[src/bs_pkg.sv]
// bitonic sorter package: shared width, reset value and lower limit of the size register
// no dependencies
`default_nettype none

package bs_pkg;

  // size register width and its reset value
  localparam int CFG_W = 3;

  typedef logic [CFG_W-1:0] lg_t;

  localparam lg_t SIZE_LOG2_RST = lg_t'(6);
  localparam lg_t MIN_LG        = lg_t'(1);

endpackage

`default_nettype wire

[src/bs_if.sv]
// valid/ready channel interfaces of the bitonic sorter: key input and sorted output
// no dependencies
`default_nettype none

// one key per beat into the sorter
interface bs_key_if #(
  parameter int KEY_WIDTH = 32
);
  logic                        valid;
  logic                        ready;
  logic signed [KEY_WIDTH-1:0] key;

  modport source (output valid, output key, input ready);
  modport sink   (input valid, input key, output ready);
endinterface

// one sorted key per beat out of the sorter, last_key on the final one of a set
interface bs_out_if #(
  parameter int KEY_WIDTH = 32
);
  logic                        valid;
  logic                        ready;
  logic signed [KEY_WIDTH-1:0] sorted_key;
  logic                        last_key;

  modport source (output valid, output sorted_key, output last_key, input ready);
  modport sink   (input valid, input sorted_key, input last_key, output ready);
endinterface

`default_nettype wire

[src/bs_ram.sv]
// simple dual-port key bank: one write port, one registered read port
// no dependencies
`default_nettype none

module bs_ram #(
  parameter int WIDTH = 32,
  parameter int AW    = 5
) (
  input  logic             clk_i,
  input  logic             we_i,
  input  logic [AW-1:0]    waddr_i,
  input  logic [WIDTH-1:0] wdata_i,
  input  logic             re_i,
  input  logic [AW-1:0]    raddr_i,
  output logic [WIDTH-1:0] rdata_o
);

  logic [WIDTH-1:0] mem_q [2**AW];
  logic [WIDTH-1:0] rdata_q;

  // write port
  always_ff @(posedge clk_i) begin
    if (we_i) begin
      mem_q[waddr_i] <= wdata_i;
    end
  end

  // read port, data holds until the next read
  always_ff @(posedge clk_i) begin
    if (re_i) begin
      rdata_q <= mem_q[raddr_i];
    end
  end

  assign rdata_o = rdata_q;

endmodule

`default_nettype wire

[src/bitonic_sorter.sv]
// bitonic sorter top level: load, in-memory bitonic network, ordered emit
// depends on bs_pkg, bs_if (bs_key_if, bs_out_if) and bs_ram
//
// Usage:
//   in_i carries signed keys, one per beat. Once 2^size_log2 keys have been
//   taken (size clamped to 1..log2 of the largest power of two <= DEPTH),
//   the set is sorted and sent on out_o in ascending order, one key per
//   beat, last_key high on its final key. in_i.ready is low from the end of
//   a set until its last key has moved into the output register.
//   cfg_we_i/cfg_wdata_i write size_log2 (reset value 6); write it only
//   while the block is idle.
// Phases for a set of n = 2^L keys:
//   load, sort with one bubble per network stage (the last one is the
//   flush cycle), then emit. The sort does one compare-exchange per
//   cycle; keys live in two banks split by index parity so both keys of
//   a pair are read in one cycle and written back in the next.
// Reset clears the load count and the sequencer, not the key banks.
// A stalled receiver holds the output register; reading of the banks
// waits, nothing is lost.
`default_nettype none

module bitonic_sorter
  import bs_pkg::*;
#(
  parameter int DEPTH     = 64,
  parameter int KEY_WIDTH = 32
) (
  input  logic             clk_i,
  input  logic             rst_ni,
  input  logic             cfg_we_i,
  input  logic [CFG_W-1:0] cfg_wdata_i,
  bs_key_if.sink           in_i,
  bs_out_if.source         out_o
);

  localparam int IW     = $clog2(DEPTH);
  localparam int NW     = IW + 1;
  localparam int BW     = (IW > 1) ? IW - 1 : 1;
  localparam int MAX_LG = $clog2(DEPTH + 1) - 1;

  typedef enum logic [1:0] {
    ST_LOAD,
    ST_SORT,
    ST_FLUSH,
    ST_EMIT
  } state_e;

  state_e              state_q;
  lg_t                 size_log2_q;
  logic [IW-1:0]       count_q;
  lg_t                 slg_q;
  lg_t                 dlg_q;
  logic [IW-1:0]       j_q;
  logic                bub_q;
  logic                cmp_v_q;
  logic                cmp_asc_q;
  logic                cmp_lo_par_q;
  logic [BW-1:0]       cmp_lo_a_q;
  logic [BW-1:0]       cmp_hi_a_q;
  logic [NW-1:0]       e_q;
  logic                pend_q;
  logic                pend_last_q;
  logic                pend_par_q;
  logic                ov_q;
  logic [KEY_WIDTH-1:0] okey_q;
  logic                olast_q;

  lg_t                 eff_lg;
  logic [NW-1:0]       n_set;
  logic [NW-1:0]       last_j_x;
  logic                last_pair;
  logic [NW-1:0]       jx;
  logic [NW-1:0]       lmask;
  logic [NW-1:0]       lo_x;
  logic [NW-1:0]       asc_sh;
  logic [IW-1:0]       lo;
  logic [IW-1:0]       hi;
  logic                lo_par;
  logic                asc;
  logic [BW-1:0]       lo_a;
  logic [BW-1:0]       hi_a;
  logic                sort_rd;
  logic                emit_rd;
  logic                emit_move;
  logic [IW-1:0]       e_idx;
  logic                ld_we;
  logic [BW-1:0]       ld_a;
  logic                ld_par;
  logic                re;
  logic [BW-1:0]       ra0;
  logic [BW-1:0]       ra1;
  logic [KEY_WIDTH-1:0] rd0;
  logic [KEY_WIDTH-1:0] rd1;
  logic [KEY_WIDTH-1:0] key_lo;
  logic [KEY_WIDTH-1:0] key_hi;
  logic                swap;
  logic [KEY_WIDTH-1:0] new_lo;
  logic [KEY_WIDTH-1:0] new_hi;
  logic                we0;
  logic                we1;
  logic [BW-1:0]       wa0;
  logic [BW-1:0]       wa1;
  logic [KEY_WIDTH-1:0] wd0;
  logic [KEY_WIDTH-1:0] wd1;

  // effective set size: clamp the register to 1..MAX_LG
  always_comb begin
    eff_lg = size_log2_q;
    if (eff_lg < MIN_LG) begin
      eff_lg = MIN_LG;
    end
    if (eff_lg > lg_t'(MAX_LG)) begin
      eff_lg = lg_t'(MAX_LG);
    end
  end

  assign n_set     = NW'(1) << eff_lg;
  assign last_j_x  = (n_set >> 1) - NW'(1);
  assign last_pair = (j_q == last_j_x[IW-1:0]);

  // pair index: insert a zero at bit dlg of the pair count
  assign jx     = {1'b0, j_q};
  assign lmask  = (NW'(1) << dlg_q) - NW'(1);
  assign lo_x   = ((jx << 1) & ~((lmask << 1) | NW'(1))) | (jx & lmask);
  assign lo     = lo_x[IW-1:0];
  assign hi     = lo | (IW'(1) << dlg_q);
  assign asc_sh = lo_x >> slg_q;
  assign asc    = ~asc_sh[0];
  assign lo_par = ^lo;
  assign lo_a   = BW'(lo >> 1);
  assign hi_a   = BW'(hi >> 1);

  // handshakes
  assign in_i.ready = (state_q == ST_LOAD);
  assign ld_we      = in_i.valid && in_i.ready;
  assign ld_a       = BW'(count_q >> 1);
  assign ld_par     = ^count_q;

  assign sort_rd   = (state_q == ST_SORT) && !bub_q;
  assign emit_move = pend_q && (!ov_q || out_o.ready);
  assign emit_rd   = (state_q == ST_EMIT) && (e_q < n_set) && (!pend_q || emit_move);
  assign e_idx     = e_q[IW-1:0];

  // read address selection: sort pair or emit index
  always_comb begin
    re  = sort_rd || emit_rd;
    ra0 = BW'(e_idx >> 1);
    ra1 = BW'(e_idx >> 1);
    if (sort_rd) begin
      ra0 = lo_par ? hi_a : lo_a;
      ra1 = lo_par ? lo_a : hi_a;
    end
  end

  // compare-exchange on the data read last cycle
  assign key_lo = cmp_lo_par_q ? rd1 : rd0;
  assign key_hi = cmp_lo_par_q ? rd0 : rd1;
  assign swap   = cmp_asc_q ? ($signed(key_lo) > $signed(key_hi))
                            : ($signed(key_hi) > $signed(key_lo));
  assign new_lo = swap ? key_hi : key_lo;
  assign new_hi = swap ? key_lo : key_hi;

  // write port selection: sort write-back or load
  always_comb begin
    if (cmp_v_q) begin
      we0 = swap;
      we1 = swap;
      wa0 = cmp_lo_par_q ? cmp_hi_a_q : cmp_lo_a_q;
      wa1 = cmp_lo_par_q ? cmp_lo_a_q : cmp_hi_a_q;
      wd0 = cmp_lo_par_q ? new_hi : new_lo;
      wd1 = cmp_lo_par_q ? new_lo : new_hi;
    end else begin
      we0 = ld_we && !ld_par;
      we1 = ld_we && ld_par;
      wa0 = ld_a;
      wa1 = ld_a;
      wd0 = in_i.key;
      wd1 = in_i.key;
    end
  end

  // key banks, even and odd index parity
  bs_ram #(.WIDTH(KEY_WIDTH), .AW(BW)) u_bank0 (
    .clk_i   (clk_i),
    .we_i    (we0),
    .waddr_i (wa0),
    .wdata_i (wd0),
    .re_i    (re),
    .raddr_i (ra0),
    .rdata_o (rd0)
  );

  bs_ram #(.WIDTH(KEY_WIDTH), .AW(BW)) u_bank1 (
    .clk_i   (clk_i),
    .we_i    (we1),
    .waddr_i (wa1),
    .wdata_i (wd1),
    .re_i    (re),
    .raddr_i (ra1),
    .rdata_o (rd1)
  );

  // control state and sequencer
  always_ff @(posedge clk_i or negedge rst_ni) begin
    if (!rst_ni) begin
      state_q     <= ST_LOAD;
      size_log2_q <= SIZE_LOG2_RST;
      count_q     <= '0;
      slg_q       <= MIN_LG;
      dlg_q       <= '0;
      j_q         <= '0;
      bub_q       <= 1'b0;
      cmp_v_q     <= 1'b0;
      e_q         <= '0;
      pend_q      <= 1'b0;
      ov_q        <= 1'b0;
    end else begin
      if (cfg_we_i) begin
        size_log2_q <= cfg_wdata_i;
      end
      cmp_v_q <= sort_rd;

      case (state_q)
        ST_LOAD: begin
          if (ld_we) begin
            if (({1'b0, count_q} + NW'(1)) >= n_set) begin
              count_q <= '0;
              state_q <= ST_SORT;
              slg_q   <= MIN_LG;
              dlg_q   <= '0;
              j_q     <= '0;
              bub_q   <= 1'b0;
            end else begin
              count_q <= count_q + IW'(1);
            end
          end
        end
        ST_SORT: begin
          if (bub_q) begin
            bub_q <= 1'b0;
          end else if (last_pair) begin
            // end of a network stage: let the write-back land first
            j_q   <= '0;
            bub_q <= 1'b1;
            if (dlg_q == '0) begin
              if (slg_q == eff_lg) begin
                state_q <= ST_FLUSH;
              end else begin
                slg_q <= slg_q + lg_t'(1);
                dlg_q <= slg_q;
              end
            end else begin
              dlg_q <= dlg_q - lg_t'(1);
            end
          end else begin
            j_q <= j_q + IW'(1);
          end
        end
        ST_FLUSH: begin
          state_q <= ST_EMIT;
          e_q     <= '0;
          bub_q   <= 1'b0;
        end
        ST_EMIT: begin
          if (emit_move && pend_last_q) begin
            state_q <= ST_LOAD;
          end
        end
        default: begin
          state_q <= ST_LOAD;
        end
      endcase

      // emit read pipeline and output register
      if (emit_rd) begin
        e_q    <= e_q + NW'(1);
        pend_q <= 1'b1;
      end else if (emit_move) begin
        pend_q <= 1'b0;
      end
      if (emit_move) begin
        ov_q <= 1'b1;
      end else if (out_o.ready) begin
        ov_q <= 1'b0;
      end
    end
  end

  // payload registers of the compare stage and emit path
  always_ff @(posedge clk_i) begin
    if (sort_rd) begin
      cmp_asc_q    <= asc;
      cmp_lo_par_q <= lo_par;
      cmp_lo_a_q   <= lo_a;
      cmp_hi_a_q   <= hi_a;
    end
    if (emit_rd) begin
      pend_last_q <= (e_q == (n_set - NW'(1)));
      pend_par_q  <= ^e_idx;
    end
    if (emit_move) begin
      okey_q  <= pend_par_q ? rd1 : rd0;
      olast_q <= pend_last_q;
    end
  end

  assign out_o.valid      = ov_q;
  assign out_o.sorted_key = okey_q;
  assign out_o.last_key   = olast_q;

`ifndef ASSERT_OFF
  // a pair read never hits an entry whose write-back is still in flight
  a_no_rw_hazard: assert property (@(posedge clk_i) disable iff (!rst_ni)
    (cmp_v_q && sort_rd) |-> ((ra0 != wa0) && (ra1 != wa1)))
    else $error("sort read overlaps pending write-back");

  // write-back only happens during the sort or its flush cycle
  a_cmp_in_sort: assert property (@(posedge clk_i) disable iff (!rst_ni)
    cmp_v_q |-> ((state_q == ST_SORT) || (state_q == ST_FLUSH)))
    else $error("compare stage active outside sort");

  // a pending emit read only exists while emitting
  a_pend_in_emit: assert property (@(posedge clk_i) disable iff (!rst_ni)
    pend_q |-> (state_q == ST_EMIT))
    else $error("emit read pending outside emit");

  // emit index never runs past the set
  a_emit_bound: assert property (@(posedge clk_i) disable iff (!rst_ni)
    (state_q == ST_EMIT) |-> (e_q <= n_set))
    else $error("emit index beyond set size");
`endif

endmodule

`default_nettype wire
[src/flat_wrapper.sv]
// flat-port wrapper written by rule: the top's interface ports become plain ports
module bitonic_sorter_flat import bs_pkg::*;
#(
  parameter int DEPTH     = 64,
  parameter int KEY_WIDTH = 32
)
  (clk_i, rst_ni, cfg_we_i, cfg_wdata_i, in_i_valid, in_i_key, in_i_ready, out_o_valid, out_o_sorted_key, out_o_last_key, out_o_ready);
  bs_key_if #(.KEY_WIDTH(KEY_WIDTH)) in_i_i ();
  bs_out_if #(.KEY_WIDTH(KEY_WIDTH)) out_o_i ();
  input  logic clk_i;
  input  logic rst_ni;
  input  logic cfg_we_i;
  input  logic [CFG_W-1:0] cfg_wdata_i;
  input wire logic [$bits(in_i_i.valid)-1:0] in_i_valid;
  input wire logic [$bits(in_i_i.key)-1:0] in_i_key;
  output wire logic [$bits(in_i_i.ready)-1:0] in_i_ready;
  output wire logic [$bits(out_o_i.valid)-1:0] out_o_valid;
  output wire logic [$bits(out_o_i.sorted_key)-1:0] out_o_sorted_key;
  output wire logic [$bits(out_o_i.last_key)-1:0] out_o_last_key;
  input wire logic [$bits(out_o_i.ready)-1:0] out_o_ready;
  assign in_i_i.valid = in_i_valid;
  assign in_i_i.key = in_i_key;
  assign in_i_ready = in_i_i.ready;
  assign out_o_valid = out_o_i.valid;
  assign out_o_sorted_key = out_o_i.sorted_key;
  assign out_o_last_key = out_o_i.last_key;
  assign out_o_i.ready = out_o_ready;
  bitonic_sorter #(.DEPTH(DEPTH), .KEY_WIDTH(KEY_WIDTH)) u_core (.clk_i(clk_i), .rst_ni(rst_ni), .cfg_we_i(cfg_we_i), .cfg_wdata_i(cfg_wdata_i), .in_i(in_i_i), .out_o(out_o_i));
endmodule
[config.mk]
export PLATFORM = sky130hd
export DESIGN_NAME = bitonic_sorter_flat
export DESIGN_NICKNAME = d
export VERILOG_FILES = /design/src/bs_pkg.sv /design/src/bs_if.sv /design/src/bs_ram.sv /design/src/bitonic_sorter.sv /design/src/flat_wrapper.sv
export SDC_FILE = /design/constraint.sdc
export NUM_CORES = 2
export LEC_CHECK = 0
export BUFFER_PORTS_ARGS = -buffer_cell sky130_fd_sc_hd__clkbuf_2
export CAP_MARGIN = 0
export CELL_PAD_IN_SITES_DETAIL_PLACEMENT = 0
export CELL_PAD_IN_SITES_GLOBAL_PLACEMENT = 1
export CORE_ASPECT_RATIO = 1.2
export CORE_MARGIN = 2
export CORE_UTILIZATION = 32
export DETAILED_ROUTE_END_ITERATION = 16
export GPL_TIMING_DRIVEN = 0
export PLACE_DENSITY = 0.59
export SYNTH_ARGS = -nofsm -noshare
export SYNTH_HDL_FRONTEND = slang
export SYNTH_SLANG_ARGS = --single-unit
[constraint.sdc]
create_clock -name clk_i -period 9.5 [get_ports clk_i]
set_input_delay 0.475 -clock clk_i [delete_from_list [all_inputs] [get_ports clk_i]]
set_output_delay 0.475 -clock clk_i [all_outputs]
set_load 0.01 [all_outputs]
After elaboration in Yosys (flattened, before gate mapping)
Memory sizes are Yosys's and may differ from the RTL's. A register that Yosys moved wholly into a read port is not among the register bits.
Index checks and enable logic that the tools add are counted.
- flip-flop bits (word level): 81
- memory bits (writable): 2048
- input port bits: 40
- output and inout bits: 35
- word-level logic and storage cells: 157
- memories: 2
- memories (name ; words ; bits a word ; rd ports ; clocked after Yosys merged registers in ; wr ports ; line ; source):
    u_core.u_bank0.mem_q ; 32 ; 32 ; 1 ; 1 ; 1 ; bs_ram.sv:18 ; logic [WIDTH-1:0] mem_q [2**AW];
    u_core.u_bank1.mem_q ; 32 ; 32 ; 1 ; 1 ; 1 ; bs_ram.sv:18 ;
- add/subtract/negate cells: 9
- magnitude comparators: 6
- equality and inequality tests: 15
- shift operators: 4
- mux-type cells: 65
- bitwise gates (word level): 6
- reductions and logical operators: 31
- operators with widths (cell ; number):
    $mux 32 ; 9
    $gt 32x32->1 ; 2
    $mux 3 ; 14
    $mux 5 ; 8
    $mux 6 ; 5
    $reduce_xor 6->1 ; 3
    $mux 1 ; 15
    $mux 2 ; 7
    $mux 7 ; 2
    $ne 2x2->1 const B ; 7
    $reduce_and 7->1 ; 2
    $shl 1x3->7 const A ; 2
    $add 6x1->6 const B ; 2
    $pmux 3 s2 ; 2
    $pmux 6 s2 ; 1
    $logic_and 1x1->1 ; 8
    $pmux 2 s4 ; 1
    $reduce_bool 2->1 ; 4
    $add 6x1->7 const B ; 1
    $add 7x1->7 const B ; 1
    $and 6x7->7 ; 1
    $and 7x7->7 ; 1
    $eq 7x7->1 ; 1
    $ge 7x7->1 ; 1
    30 further kinds ; 36

Longest topological paths before layout
- depth in word-level cells: 10
- depth in mapped cells: 20
- depth with buffers taken out: 16

Cells and area by module
From an unflattened synthesis, not the netlist that was laid out.
- cell total of the unflattened synthesis: 5334
- area, all modules: 88954.1 µm²
- by module, submodules not included (module ; instances ; cells an instance ; area each (µm²) ; seq. area each (µm²)):
    bs_ram at u_core.u_bank0 ; 1 ; 2260 ; 40812.9 ; 31710.4
    bs_ram at u_core.u_bank1 ; 1 ; 2260 ; 40805.4 ; 31710.4
    bitonic_sorter ; 1 ; 814 ; 7335.8 ; 2265.9

Worst setup path after synthesis
Ideal clock, no wire load.
- path kind: reg-to-reg
- start: reg u_core.cmp_lo_par_q
- end: mem u_core.u_bank0.mem_q[20][0] (enable)
- library setup time: 461 ps
- arrival: 6081 ps
- required time: 9039 ps
- setup slack: 2958 ps
- stages on the path, launching flop included: 17
- path buffers: 4
- clock period less this slack: 6542 ps
- cells stage by stage: edfxtp_1 > clkbuf_1 > clkbuf_1 > clkbuf_1 > mux2i_1 > ha_1 > nor2b_1 > o21a_1 > o21a_1 > o21ai_0 > a21oi_1 > o31a_1 > nor3_1 > mux2i_1 > a22oi_1 > clkbuf_1 > nor3_1
- word-level cells in the longest chain between the ends: 6
- elaborated cells on any way between the ends: 10
- those cells by class: 2 x order compare; 8 x mux
- ends and longest elaborated chain (element ; line ; source):
    start, declared ; bitonic_sorter.sv:57 ; logic cmp_lo_par_q;
    start signal, assigned ; bitonic_sorter.sv:293 ; cmp_lo_par_q <= lo_par;
    $mux 32 (on tied branches) ; bitonic_sorter.sv:157, bitonic_sorter.sv:156 ;
    $gt 32x32->1 (on tied branches) ; bitonic_sorter.sv:159, bitonic_sorter.sv:158 ;
    $mux 1 ; bitonic_sorter.sv:158 ; assign swap = cmp_asc_q ? ($signed(key_lo) > $signed(key_hi))
    $mux 1 ; bitonic_sorter.sv:165 ; if (cmp_v_q) begin
    $mux 1 ; bs_ram.sv:23 ; if (we_i) begin
    $mux 1 (not written as such) ; bs_ram.sv:24 ; mem_q[waddr_i] <= wdata_i;
    end, declared ; bs_ram.sv:18 ;
Parallel ways exist; a longest one is shown, timed or not.

Worst setup path in the final report
- start: reg u_core.cmp_lo_par_q
- end: mem u_core.u_bank1.mem_q[22][7] (enable)
- word-level cells in the longest chain between the ends: 6
- elaborated cells on any way between the ends: 10
- those cells by class: 2 x order compare; 8 x mux
- ends and longest elaborated chain (element ; line):
    $mux 32 (on tied branches) ; bitonic_sorter.sv:157, bitonic_sorter.sv:156
    $gt 32x32->1 (on tied branches) ; bitonic_sorter.sv:159, bitonic_sorter.sv:158
    $mux 1 ; bitonic_sorter.sv:158
    $mux 1 ; bitonic_sorter.sv:165
    $mux 1 ; bs_ram.sv:23
    $mux 1 (not written as such) ; bs_ram.sv:24
    end, declared ; bs_ram.sv:18
Parallel ways exist; a longest one is shown, timed or not.

==> metrics.md <==
| Metric | Value |
|---|---|
| Hold Crit Start | in_i_key[8] |
| Final worst path period share | 0.8949 |
| Final #Nets | approximately 6400 |
| Clk_lat worst skew | ~0.92 ns |
| Port buffer count | 73 |
| Final setup fails | 0 |
| Pwr per Cell Area | around 350 nW/um^2 |
| Final ANT Viol Nets | 0 |
| Post-DR vias/cell | ~5 |
| Max_cap viols | 0 |
| TritonCTS Buffers | around 230 |
| Final min period | approximately 8.5 ns |
| CTS tree | built |
| Worst Path Arrival | between 9 and 10 ns |
| Die width | roughly 490 um |
| Ys flop type | edfxtp_1 |
| DRC viols | 0 |
| Placement Rows | 212 |
| Synth async-reset ratio | 0.01550 |
| Grt ovf | 0 |
| Seq/Total Area, Yosys | 0.7323 |
| First-pass GRT wire length | 381.0 mm |
| Hold worst-path end | u_core.u_bank0.mem_q[26][8] |
| Largest net degree at the start of global routing | 60 |
| Clock Sinks | between 2000 and 2500 |
| Vias in the first global route | between 50000 and 60000 |
| Iter 0 DRT Violations | slightly below 4000 |
| Number of synthesized flops with an enable pin | around 2200 |
| Gpl congestion | about 0.87 |
| CP endpoint kind | register |
| Most numerous cell in the Yosys netlist | edfxtp_1 |
| Reg2reg end | u_core.u_bank1.mem_q[22][7] |
| Worst Reg2Reg Path Length in Cells | 20 |
| Cell area after synthesis | around 90000 um^2 |
| Avg Inst Size Synth | between 15 and 20 um^2 |
| Routed WL | roughly 270 mm |
| Drt pass-1 iters | 6 |
| Layout overhead on the synthesized area | 18.01% |
| Max Fanout on Critical Path | 10 |
| Post-CTS Setup Inserts | 0 |
| Ports | 75 |
| Initial Util | 0.3221 |
| Initial antenna violation count | 12 |
| H-tree depth | 4 |
| Fin util | 0.3801 |
| Final WS setup | roughly 1 ns |
| Reg clk slew, reported paths | ~0.060 ns |
| Post-synthesis cell count | around 5800 |
| Crit path launch type | register |
| Final hold vios | 0 |
| Reg2Reg Launch Point | u_core.cmp_lo_par_q |
| Hold path cells | 3 |
| Slew headroom | 0.09207 |
| FF-to-FF setup slack | between 0.9 and 1 ns |
| Warnings from Yosys | 0 |
| Core area | between 200000 and 300000 um^2 |
| CP required | between 10 and 15 ns |
| P_leak | around 0.034 uW |
| CTS root buf | clkbuf_16 |
| Place WS | between 0.8 and 0.9 ns |
| Top post-synthesis cells by count | edfxtp_1 (2159), mux2i_1 (881), nand2_1 (776), a21oi_1 (417), o22ai_1 (257) |
| DR vias | around 52000 |
| Buffer depth of the longest clock path | 4 |
| Synth area leaders | edfxtp_1 (72%), mux2i_1 (9.8%), nand2_1 (3.2%), a21oi_1 (2.3%), a32oi_1 (1.9%) |
| All-Layer GR Usage | 0.1848 |
| FF+latch count, synth | about 2200 |
| Share of cells above drive strength 1 | 0.1684 |
| Status | finished, final reports clean |
| Crit path kind | reg -> reg |
| Share of the synthesized area in the top cell type | 0.7227 |
| WL/cell | 26.55 um |
| Post-synthesis cell type count | between 50 and 60 |
| Leading area contributor after synthesis | edfxtp_1 |
| Die area | ~280000 um^2 |
| Fmax | 0.1176 GHz |
| Die Span Y | approximately 600 um |
| Final Skew | 0.1129 ns |
| Worst Tran Pin Value | 1.348 ns |
| CTS-repair resized insts | 0 |
| Worst vdd ir | between 0.2 and 0.25 mV |
| DP HPWL | 198.8 mm |
| Syn_nets | 5872 |
| RSZ-0062 raised after global routing | false |
| Worst min-delay path class | in -> reg |
| Slew Limit Fails | 0 |
## per-layer routing
layer,track usage,part of all wire,wire length [um]
met1,0.2170,0.39,105300
met2,0.3453,0.53,143500
met3,0.02124,0.042,11280
met4,0.06469,0.036,9717
met5,0,0.000033,9
## stage by stage
stage	TNS [ns]	total power, uW	hold WS (ns)	instance area, um^2	std cells
after floorplan	0	21670	0.1794	89700	5762
after detailed placement	0	28150	0.5003	98650	9737
after global routing	0	38080	0.08722	105900	10160
after CTS	0	36850	0.04934	105800	10160
final	0	36620	0.09412	105900	10160
after global placement	-4509.83	27140	0.4757	94620	9473
## report_power, final
| part | leakage, uW | switching (uW) | internal [uW] |
|---|---|---|---|
| Combinational | 0.0111 | 9950 | 4360 |
| Sequential | 0.0198 | 435 | 13200 |
| Clock | 0.00347 | 3740 | 4930 |
| Total | 0.0344 | 14100 | 22500 |
## state kept, by name, summed over array words and instances (netlist names), 6 cells and up
register and flops:
u_core.u_bank1.rdata_o 32, u_core.count_q 6, u_core.u_bank0.rdata_o 32, u_core.out_o.sorted_key 32, u_core.j_q 6, u_core.e_q 7
u_core.u_bank1.mem_q 1024, u_core.u_bank0.mem_q 1024
## worst max-delay path by stage
stage / slack (ns) / end / start / cells after the start
2_1_floorplan: 2.96 / u_core.u_bank0.mem_q[20][0] / u_core.cmp_lo_par_q / 16
3_3_place_gp: -2.84 / u_core.u_bank1.mem_q[23][7] / u_core.cmp_lo_par_q / 16
3_5_place_dp: 0.88 / u_core.u_bank1.mem_q[22][7] / u_core.cmp_lo_par_q / 20
4_1_cts: 0.91 / u_core.u_bank1.mem_q[22][5] / u_core.cmp_lo_par_q / 20
5_1_grt: 0.80 / u_core.u_bank1.mem_q[22][5] / u_core.cmp_lo_par_q / 20
6_report: 1.0 / u_core.u_bank1.mem_q[22][7] / u_core.cmp_lo_par_q / 20
## repair_timing
action	CTS	global route
setup endpoints to repair	0	0
hold buffers	7	0
hold endpoints to repair	37	0
## layout make-up
| class | count | area, um^2 |
|---|---|---|
| sequential | 2193 | 65690 |
| multi-input combinational | 3182 | 22750 |
| inverter | 24 | 92.59 |
| antenna | 6 | 15.01 |
| tap | 3638 | 4552 |
| buffer | 363 | 1936 |
| clock buffer | 282 | 6015 |
| fill | 25980 | 172700 |
| clock inverter | 132 | 1111 |
| timing repair buffer | 344 | 3702 |
## worst max-delay path, stage by stage, from the launching register on
cell and delay, ns:
edfxtp_1 0.39, clkbuf_1 0.57, clkbuf_1 0.71, buf_1 0.76
mux2_2 0.42, ha_1 0.30, nand4_1 0.14, nor2_1 0.31
nand3_1 0.32, or3_1 0.52, nor2_1 0.13, o31a_1 0.24
nor3_1 0.10, mux2i_1 0.70, a21oi_1 0.49, clkbuf_1 0.45
nor3_2 0.82, buf_6 0.25, buf_6 0.16, buf_4 0.22
buf_6 0.19
## layout by cell type, fill, tap and decap left out, types with 23 or more instances in the layout
cell type  Yosys  layout
a21oi_1      417     353
a21oi_2        2      40
a21oi_4        0      26
a22oi_1       68      68
a32oi_1      192     192
buf_2        167     167
buf_4         21      36
buf_6         38     225
buf_8          0      49
clkbuf_1     126     175
clkbuf_16      0     233
clkbuf_2       0      73
clkinv_1       0      50
clkinv_2       0      45
dfrtp_1       31      31
edfxtp_1    2159    2159
ha_1          70      70
inv_1         23      23
mux2_2        68      68
mux2i_1      881     881
nand2_1      776     775
nand3_1       31      31
nor2_1        74      74
nor3_2         0      64
nor4_1        56      56
o21ai_0       54      54
o22ai_1      257     257
## logic make-up after synthesis
kind of cell               after synthesis  share of synthesized area
DFF                                   2193                     0.7323
AOI/OAI and AO/OA                     1049                    0.07395
adders and majority gates               70                   0.009764
muxes                                  949                     0.1068
and+or+nand+nor                       1080                    0.05109
xor gates and xnor gates                34                   0.003487
buffers and inverters                  387                    0.02261
(Power assumes the default switching activity.)
